## src/hdl/tta_pkg.sv

```systemverilog
package tta_pkg;

    // event codes
    localparam logic [2:0] REQ_START      = 3'd0;
    localparam logic [2:0] REQ_CMP_B      = 3'd1;
    localparam logic [2:0] REQ_CMP_A      = 3'd2;
    localparam logic [2:0] REQ_TL_BEGIN   = 3'd3;
    localparam logic [2:0] REQ_TL_END     = 3'd4;
    localparam logic [2:0] REQ_ONE_SHOT   = 3'd5;

    // sequencer states
    localparam logic [1:0] ST_IDLE = 2'd0;
    localparam logic [1:0] ST_CALC = 2'd1;
    localparam logic [1:0] ST_FIN  = 2'd2;

    localparam logic [15:0] PERIOD_RESET   = 16'd328;
    localparam logic [31:0] LATENCY_COUNTS = 32'd3;
    localparam logic [31:0] MIN_DELTA      = 32'd1;

    // request to the shared arithmetic unit
    typedef struct packed {
        logic start;
        logic mul;
    } alu_op_t;

endpackage

```

## src/hdl/tta_shared_alu.sv

```systemverilog
module tta_shared_alu (
    input  logic               aclk,
    input  logic               aresetn,
    input  tta_pkg::alu_op_t   op,
    input  logic [31:0]        operand,
    input  logic [15:0]        period,
    output logic               done,
    output logic [31:0]        result,
    output logic [15:0]        remainder
);

    logic        busy_reg, busy_next;
    logic        done_reg, done_next;
    logic        mul_reg, mul_next;
    logic [4:0]  cnt_reg, cnt_next;
    logic [31:0] acc_reg, acc_next;
    logic [31:0] src_reg, src_next;
    logic [15:0] rem_reg, rem_next;

    logic [16:0] rem_shift;
    logic [31:0] add_a;
    logic [31:0] add_b;
    logic        add_cin;
    logic [32:0] add_sum;

    // one shared adder: trial subtract for division, shift-add for multiply
    always_comb begin
        rem_shift = {rem_reg, src_reg[31]};
        if (mul_reg) begin
            add_a   = {acc_reg[30:0], 1'b0};
            add_b   = src_reg[31] ? {16'd0, period} : 32'd0;
            add_cin = 1'b0;
        end else begin
            add_a   = {15'd0, rem_shift};
            add_b   = ~{16'd0, period};
            add_cin = 1'b1;
        end
        add_sum = {1'b0, add_a} + {1'b0, add_b} + {32'd0, add_cin};
    end

    // sequencer for one divide (32 steps) or one multiply (16 steps)
    always_comb begin
        busy_next = busy_reg;
        done_next = 1'b0;
        mul_next  = mul_reg;
        cnt_next  = cnt_reg;
        acc_next  = acc_reg;
        src_next  = src_reg;
        rem_next  = rem_reg;
        if (op.start) begin
            busy_next = 1'b1;
            mul_next  = op.mul;
            cnt_next  = op.mul ? 5'd15 : 5'd31;
            acc_next  = 32'd0;
            rem_next  = 16'd0;
            src_next  = op.mul ? {operand[15:0], 16'd0} : operand;
        end else if (busy_reg) begin
            src_next = {src_reg[30:0], 1'b0};
            if (mul_reg) begin
                acc_next = add_sum[31:0];
            end else begin
                acc_next = {acc_reg[30:0], add_sum[32]};
                rem_next = add_sum[32] ? add_sum[15:0] : rem_shift[15:0];
            end
            cnt_next = cnt_reg - 5'd1;
            if (cnt_reg == 5'd0) begin
                busy_next = 1'b0;
                done_next = 1'b1;
            end
        end
    end

    always_ff @(posedge aclk) begin
        if (!aresetn) begin
            busy_reg <= 1'b0;
            done_reg <= 1'b0;
        end else begin
            busy_reg <= busy_next;
            done_reg <= done_next;
        end
        mul_reg <= mul_next;
        cnt_reg <= cnt_next;
        acc_reg <= acc_next;
        src_reg <= src_next;
        rem_reg <= rem_next;
    end

    assign done      = done_reg;
    assign result    = acc_reg;
    assign remainder = rem_reg;

endmodule

```

## src/hdl/tickless_tick_accountant_unit.sv

```systemverilog
// Tick accountant for a tickless kernel timer.
// Input channel (s_*): one timer event per transfer with the free-running
// counter value; the block gives exactly one result transfer on m_* per event.
// Config: cfg_wr_en/cfg_wr_data write tick_period. The user must write it
// only while the block is idle; the block itself does not enforce this.
// A period of zero counts as one. Events that credit ticks run a 32-step
// restoring divide on the shared adder; tickless begin runs a 16-step
// shift-add multiply; start, one-shot, and events with no work skip the
// shared unit. One event is in flight at a time: a new event is taken only
// once the current one has finished.
// The output register lets a new event be taken while a result still waits;
// if the receiver stalls, the next event finishes and then holds until the
// output register is free.
// Reset: anchor 0, stretch closed, tick_period 328, no result pending.
module tickless_tick_accountant_unit (
    input  logic        aclk,
    input  logic        aresetn,
    input  logic        cfg_wr_en,
    input  logic [15:0] cfg_wr_data,
    input  logic        s_valid,
    output logic        s_ready,
    input  logic [2:0]  s_req_type,
    input  logic [31:0] s_counter_now,
    input  logic [31:0] s_counter_first,
    input  logic [15:0] s_ticks_ahead,
    input  logic [15:0] s_target_tick,
    output logic        m_valid,
    input  logic        m_ready,
    output logic [31:0] m_ticks_credited,
    output logic        m_arm_compare_b,
    output logic        m_arm_compare_a,
    output logic [31:0] m_compare_delta,
    output logic        m_stretch_open
);

    logic [1:0]  state_reg, state_next;
    logic [15:0] period_reg;
    logic [31:0] anchor_reg, anchor_next;
    logic        stretched_reg, stretched_next;
    logic [2:0]  req_reg;
    logic [31:0] now_reg;
    logic [31:0] diff_reg;
    logic [15:0] base_reg;

    logic        out_valid_reg, out_valid_next;
    logic [31:0] out_credit_reg, credit_calc;
    logic        out_arm_b_reg, arm_b_calc;
    logic        out_arm_a_reg, arm_a_calc;
    logic [31:0] out_delta_reg, delta_calc;
    logic        out_stretch_reg;

    logic [15:0] period_eff;
    logic        accept;
    logic        need_div;
    logic        need_mul;
    logic        fin_go;
    logic [31:0] diff_in;
    logic [15:0] base_in;
    tta_pkg::alu_op_t alu_op;
    logic        alu_done;
    logic [31:0] alu_result;
    logic [15:0] alu_rem;

    assign period_eff = (period_reg == 16'd0) ? 16'd1 : period_reg;
    assign s_ready    = (state_reg == tta_pkg::ST_IDLE);
    assign accept     = s_valid && s_ready;

    // which events need the shared unit
    always_comb begin
        need_div = 1'b0;
        need_mul = 1'b0;
        unique case (s_req_type)
            tta_pkg::REQ_CMP_B:    need_div = 1'b1;
            tta_pkg::REQ_CMP_A:    need_div = stretched_reg;
            tta_pkg::REQ_TL_END:   need_div = stretched_reg;
            tta_pkg::REQ_TL_BEGIN: need_mul = 1'b1;
            default: begin
            end
        endcase
    end

    // distance from the anchor, or latency-adjusted distance for one-shot; one-shot target base of at least one
    always_comb begin
        if (s_req_type == tta_pkg::REQ_ONE_SHOT) begin
            diff_in = s_counter_now - s_counter_first + tta_pkg::LATENCY_COUNTS;
        end else begin
            diff_in = s_counter_now - anchor_reg;
        end
        base_in = s_target_tick - s_counter_first[15:0];
        if (base_in == 16'd0) begin
            base_in = 16'd1;
        end
    end

    // kick the shared unit on a transfer that needs it
    always_comb begin
        alu_op.start = accept && (need_div || need_mul);
        alu_op.mul   = need_mul;
    end

    tta_shared_alu u_alu (
        .aclk      (aclk),
        .aresetn   (aresetn),
        .op        (alu_op),
        .operand   (need_mul ? {16'd0, s_ticks_ahead} : diff_in),
        .period    (period_eff),
        .done      (alu_done),
        .result    (alu_result),
        .remainder (alu_rem)
    );

    assign fin_go = (state_reg == tta_pkg::ST_FIN) && (!out_valid_reg || m_ready);

    // result fields and state update of the finishing event
    always_comb begin
        credit_calc    = 32'd0;
        arm_b_calc     = 1'b0;
        arm_a_calc     = 1'b0;
        delta_calc     = 32'd0;
        anchor_next    = anchor_reg;
        stretched_next = stretched_reg;
        unique case (req_reg)
            tta_pkg::REQ_START: begin
                anchor_next    = now_reg;
                stretched_next = 1'b0;
                delta_calc     = {16'd0, period_eff};
                arm_b_calc     = 1'b1;
            end
            tta_pkg::REQ_CMP_B: begin
                credit_calc    = alu_result;
                anchor_next    = now_reg - {16'd0, alu_rem};
                stretched_next = 1'b0;
                delta_calc     = {16'd0, period_eff - alu_rem};
                arm_b_calc     = 1'b1;
            end
            tta_pkg::REQ_CMP_A: begin
                if (stretched_reg) begin
                    credit_calc = alu_result;
                    anchor_next = now_reg - {16'd0, alu_rem};
                end
            end
            tta_pkg::REQ_TL_BEGIN: begin
                delta_calc     = (alu_result > diff_reg) ? (alu_result - diff_reg)
                                                         : tta_pkg::MIN_DELTA;
                stretched_next = 1'b1;
                arm_b_calc     = 1'b1;
            end
            tta_pkg::REQ_TL_END: begin
                if (stretched_reg) begin
                    credit_calc    = alu_result;
                    anchor_next    = now_reg - {16'd0, alu_rem};
                    stretched_next = 1'b0;
                    delta_calc     = {16'd0, period_eff - alu_rem};
                    arm_b_calc     = 1'b1;
                end
            end
            tta_pkg::REQ_ONE_SHOT: begin
                delta_calc = ({16'd0, base_reg} > diff_reg)
                             ? ({16'd0, base_reg} - diff_reg) : tta_pkg::MIN_DELTA;
                arm_a_calc = 1'b1;
            end
            default: begin
            end
        endcase
    end

    // sequencer
    always_comb begin
        state_next = state_reg;
        unique case (state_reg)
            tta_pkg::ST_IDLE: begin
                if (accept) begin
                    state_next = (need_div || need_mul) ? tta_pkg::ST_CALC
                                                        : tta_pkg::ST_FIN;
                end
            end
            tta_pkg::ST_CALC: begin
                if (alu_done) begin
                    state_next = tta_pkg::ST_FIN;
                end
            end
            tta_pkg::ST_FIN: begin
                if (fin_go) begin
                    state_next = tta_pkg::ST_IDLE;
                end
            end
            default: state_next = tta_pkg::ST_IDLE;
        endcase
    end

    // output register handshake
    always_comb begin
        out_valid_next = out_valid_reg;
        if (m_ready) begin
            out_valid_next = 1'b0;
        end
        if (fin_go) begin
            out_valid_next = 1'b1;
        end
    end

    // control and state registers
    always_ff @(posedge aclk) begin
        if (!aresetn) begin
            state_reg     <= tta_pkg::ST_IDLE;
            period_reg    <= tta_pkg::PERIOD_RESET;
            anchor_reg    <= 32'd0;
            stretched_reg <= 1'b0;
            out_valid_reg <= 1'b0;
        end else begin
            state_reg     <= state_next;
            out_valid_reg <= out_valid_next;
            if (cfg_wr_en) begin
                period_reg <= cfg_wr_data;
            end
            if (fin_go) begin
                anchor_reg    <= anchor_next;
                stretched_reg <= stretched_next;
            end
        end
    end

    // event capture and result payload
    always_ff @(posedge aclk) begin
        if (accept) begin
            req_reg  <= s_req_type;
            now_reg  <= s_counter_now;
            diff_reg <= diff_in;
            base_reg <= base_in;
        end
        if (fin_go) begin
            out_credit_reg  <= credit_calc;
            out_arm_b_reg   <= arm_b_calc;
            out_arm_a_reg   <= arm_a_calc;
            out_delta_reg   <= delta_calc;
            out_stretch_reg <= stretched_next;
        end
    end

    assign m_valid          = out_valid_reg;
    assign m_ticks_credited = out_credit_reg;
    assign m_arm_compare_b  = out_arm_b_reg;
    assign m_arm_compare_a  = out_arm_a_reg;
    assign m_compare_delta  = out_delta_reg;
    assign m_stretch_open   = out_stretch_reg;

endmodule
```

## config.mk

```make
export PLATFORM = sky130hd
export DESIGN_NAME = tickless_tick_accountant_unit
export DESIGN_NICKNAME = d
export VERILOG_FILES = /design/src/hdl/tta_pkg.sv /design/src/hdl/tta_shared_alu.sv /design/src/hdl/tickless_tick_accountant_unit.sv
export SDC_FILE = /design/constraint.sdc
export NUM_CORES = 1
export LEC_CHECK = 0
export BUFFER_PORTS_ARGS = -buffer_cell sky130_fd_sc_hd__buf_2
export CORE_ASPECT_RATIO = 0.7
export CORE_MARGIN = 10
export CORE_UTILIZATION = 30
export CTS_BUF_LIST = sky130_fd_sc_hd__clkbuf_16
export DETAILED_ROUTE_END_ITERATION = 10
export GPL_ROUTABILITY_DRIVEN = 0
export GPL_TIMING_DRIVEN = 0
export PLACE_DENSITY = 0.46
export SYNTH_ARGS = -nofsm -noshare
export SYNTH_HDL_FRONTEND = slang
export SYNTH_HIERARCHICAL = 1
export SYNTH_SLANG_ARGS = --single-unit
```

## constraint.sdc

```tcl
create_clock -name aclk -period 5.7 [get_ports aclk]
set_input_delay 0.285 -clock aclk [delete_from_list [all_inputs] [get_ports aclk]]
set_output_delay 0.285 -clock aclk [all_outputs]
set_load 0.03 [all_outputs]
```

==> run metrics <==
Worst-path clk slew 60 ps; DR WL met2 ~35000 um; 1st-pass router iterations 5; multiplexer share of the synthesized area 4.34%; synthesized area per cell about 8.9 um^2; Synth async-reset ratio 0%; initial antenna violation count 10; DRC Markers 0; min cycle time layout roughly 5400 ps; total die area about 87000 um^2; maximum clock rate 187 MHz; Netlist Area Pre-Place between 20000 and 25000 um^2; Die Span Y 250 um; Synth Area in Adders between 10% and 20%; Synth Warn # 6; reg2reg start u_alu/mul_reg; clk buf depth 3; Routed met3 length roughly 7200 um; startpoint types flop; CTS Root Cell clkbuf_16; CP startpoint u_alu/mul_reg; wire length per cell 22.9 um; # clock sinks 290; post-synthesis net count 2888; met1 WL between 40000 and 50000 um; top sig layer met4; PortBufs roughly 190; final period utilization 94.1%; Worst EP arrival 5850 ps; slowest stage cell, crit path clkbuf_1; EDFF count, synth 188; Remaining Overflow, GRT 0; RSZ-0062 raised after global routing false; Final Hold Viols 0; MaxCap Viol Count 0; Slew @ Worst Pin about 1300 ps; core area 75000 um^2; Setup Viol. Count Final 0; flops & latches, synth 290; Finished Layout Cells 3845; initial DRC count 2185; Slew HR between 10% and 20%; CP max stage delay 680 ps; crit-path cells clkbuf_1, buf_1, clkbuf_1, nor2b_1, fa_1, fa_1, a211oi_1, o21ai_0, a211oi_1, o21ai_0, or3_1, nand3_1; drt total wl 88000 um; Main synth FF type edfxtp_1; Post-Synth Simple-Gate Area between 10% and 20%; total CTS buffers 35; clock latency on the worst-skew pair 570 ps; power density over the cells 327 nW/um^2; Worst VDD drop 0.000153 V; vias per cell 5.43; Final nets 3163; vias in the first global route slightly below 20000; DP HPWL between 70000 and 80000 um; Gate Count Post-Synth 2551; critical path data required time 6190 ps; largest family of logic cells by synthesized area compound AO/OA/AOI/OAI gates; Vias 20863; Final ANT Viol Nets 0; share of cells above drive strength 1 11.7%; sequential share of the synthesized area 33.9%; placed cells 3730; Crit Path Max Fanout 10; Setup Fix Bufs, Post-CTS 0; H-tree Lvls 2; max-slew violation count 0; row cnt between 80 and 90; Synth Area in Compound Gates 22.4%; Initial Utilization 30.3%; total track usage 19.4%; TNS Setup 0 ps; crit end category flop; largest net degree at the start of global routing 68; XOR/XNOR Fraction of Synth Area 6.37%; status finished clean; total power 8.70 mW; first-pass GRT wire length about 130000 um; hold path start s_req_type[1]; Setup CP Type flop to flop; Worst Hold Class primary input to flop; I/O Pins 189; CTS tree done; Die W 349 um; Yosys cell types 98; Area Overhead vs Synth 17.1%; Clock Skew 32.0 ps; P_leak approximately 11 nW
-- repair_timing --
action / in CTS / in global routing
hold endpoints to repair: 48 / 0
hold buffers: 48 / 0
gates resized for setup: 0 / 1
endpoints found under the setup margin: 0 / 1
-- cell type report --
type	instances	area (um^2)
clock buffer	38	951
antenna	3	7.51
tap	989	1240
inverter	189	709
timing repair buffer	238	1480
sequential	290	7690
fill	7833	48500
clock inverter	26	189
multi-input combinational	1952	13800
buffer	120	499
-- cell families (layout without fill, tap and decap cells) --
group | after synthesis | after routing
AOI/OAI and AO/OA | 764 | 764
other | 0 | 3
xor gates and xnor gates | 165 | 165
and+or+nand+nor | 710 | 710
buffers and inverters | 309 | 611
muxes | 95 | 95
adders and majority gates | 218 | 218
DFF | 290 | 290
-- final timing paths --
kind                                    endpoint  slack, ps  depth (start not counted)
worst max register to register  u_alu/result[30]        340                         12
worst min register to register     anchor_reg[7]        470                          2
worst min-delay path                  req_reg[1]         30                          1
worst max-delay path            u_alu/result[30]        340                         12
-- placed cells by master, fill, tap and decap left out, types with 17 or more instances in the layout --
master	synthesis	final
ha_1	208	208
a21oi_1	207	207
nor2_1	199	199
buf_2	11	198
inv_1	189	195
edfxtp_1	188	188
nand2_1	181	181
o21ai_0	166	166
dfxtp_1	102	102
xnor2_1	101	101
clkbuf_1	98	98
nor2b_1	70	69
a21o_1	68	68
mux2i_1	67	67
xor2_1	64	64
a211oi_1	56	56
dlygate4sd3_1	0	48
nand3_1	45	45
clkbuf_16	0	38
nor3_1	36	36
nand4_1	33	33
a31oi_1	33	33
nand2b_1	28	28
mux2_2	28	28
o21bai_1	21	21
nand3b_1	20	20
o211ai_1	20	20
and2_1	20	19
o22ai_1	17	17
o31ai_1	17	17
-- cell usage after synthesis (20+ instances only) --
cell type  count  area [um^2]
xnor2_1      101          885
mux2i_1       67          671
o21bai_1      21          158
nand2_1      181          679
nand3_1       45          225
a21o_1        68          510
inv_1        189          709
a31oi_1       33          206
nor2_1       199          747
nor3_1        36          180
nand2b_1      28          175
mux2_2        28          315
nand3b_1      20          150
ha_1         208         2600
nand4_1       33          206
edfxtp_1     188         5650
a21oi_1      207         1040
o21ai_0      166          831
and2_1        20          125
a211oi_1      56          420
o211ai_1      20          150
nor2b_1       70          438
clkbuf_1      98          368
dfxtp_1      102         2040
xor2_1        64          561
-- through the flow --
stage                     instance area [um^2]  hold WS (ps)  setup slack [ps]  utilization (%)
after detailed placement                 25000           465               433             33.3
after floorplan                          22700           384               819                -
after global routing                     26600          11.8               209             35.4
after CTS                                26600         0.232               400             35.4
after global placement                   24900           466             -3030             33.1
final                                    26600          32.7               339             35.4
-- where the power goes --
group	internal [mW]	total [mW]	switching (mW)	leakage, nW
logic	1.37	3.61	2.25	7.54
clock network	1.30	2.26	0.963	0.595
registers	2.50	2.82	0.325	2.63
total	5.17	8.70	3.53	10.8
-- metal layers --
metal / global-route usage (%) / vias up
met5: 0 / -
met4: 4.31 / 0
met3: 3.87 / 93
met2: 27.3 / 815
met1: 29.7 / 10069
li1: - / 9886
-- worst max-delay path, delay by kind of cell (launching register included) --
kind / cells / cell delay [ps]
compound gates: 4 / 1390
simple gates: 3 / 660
buf+inv: 3 / 1760
flops: 1 / 490
fa+ha+maj: 2 / 990
No activity file was read; power rests on OpenSTA's default activity.
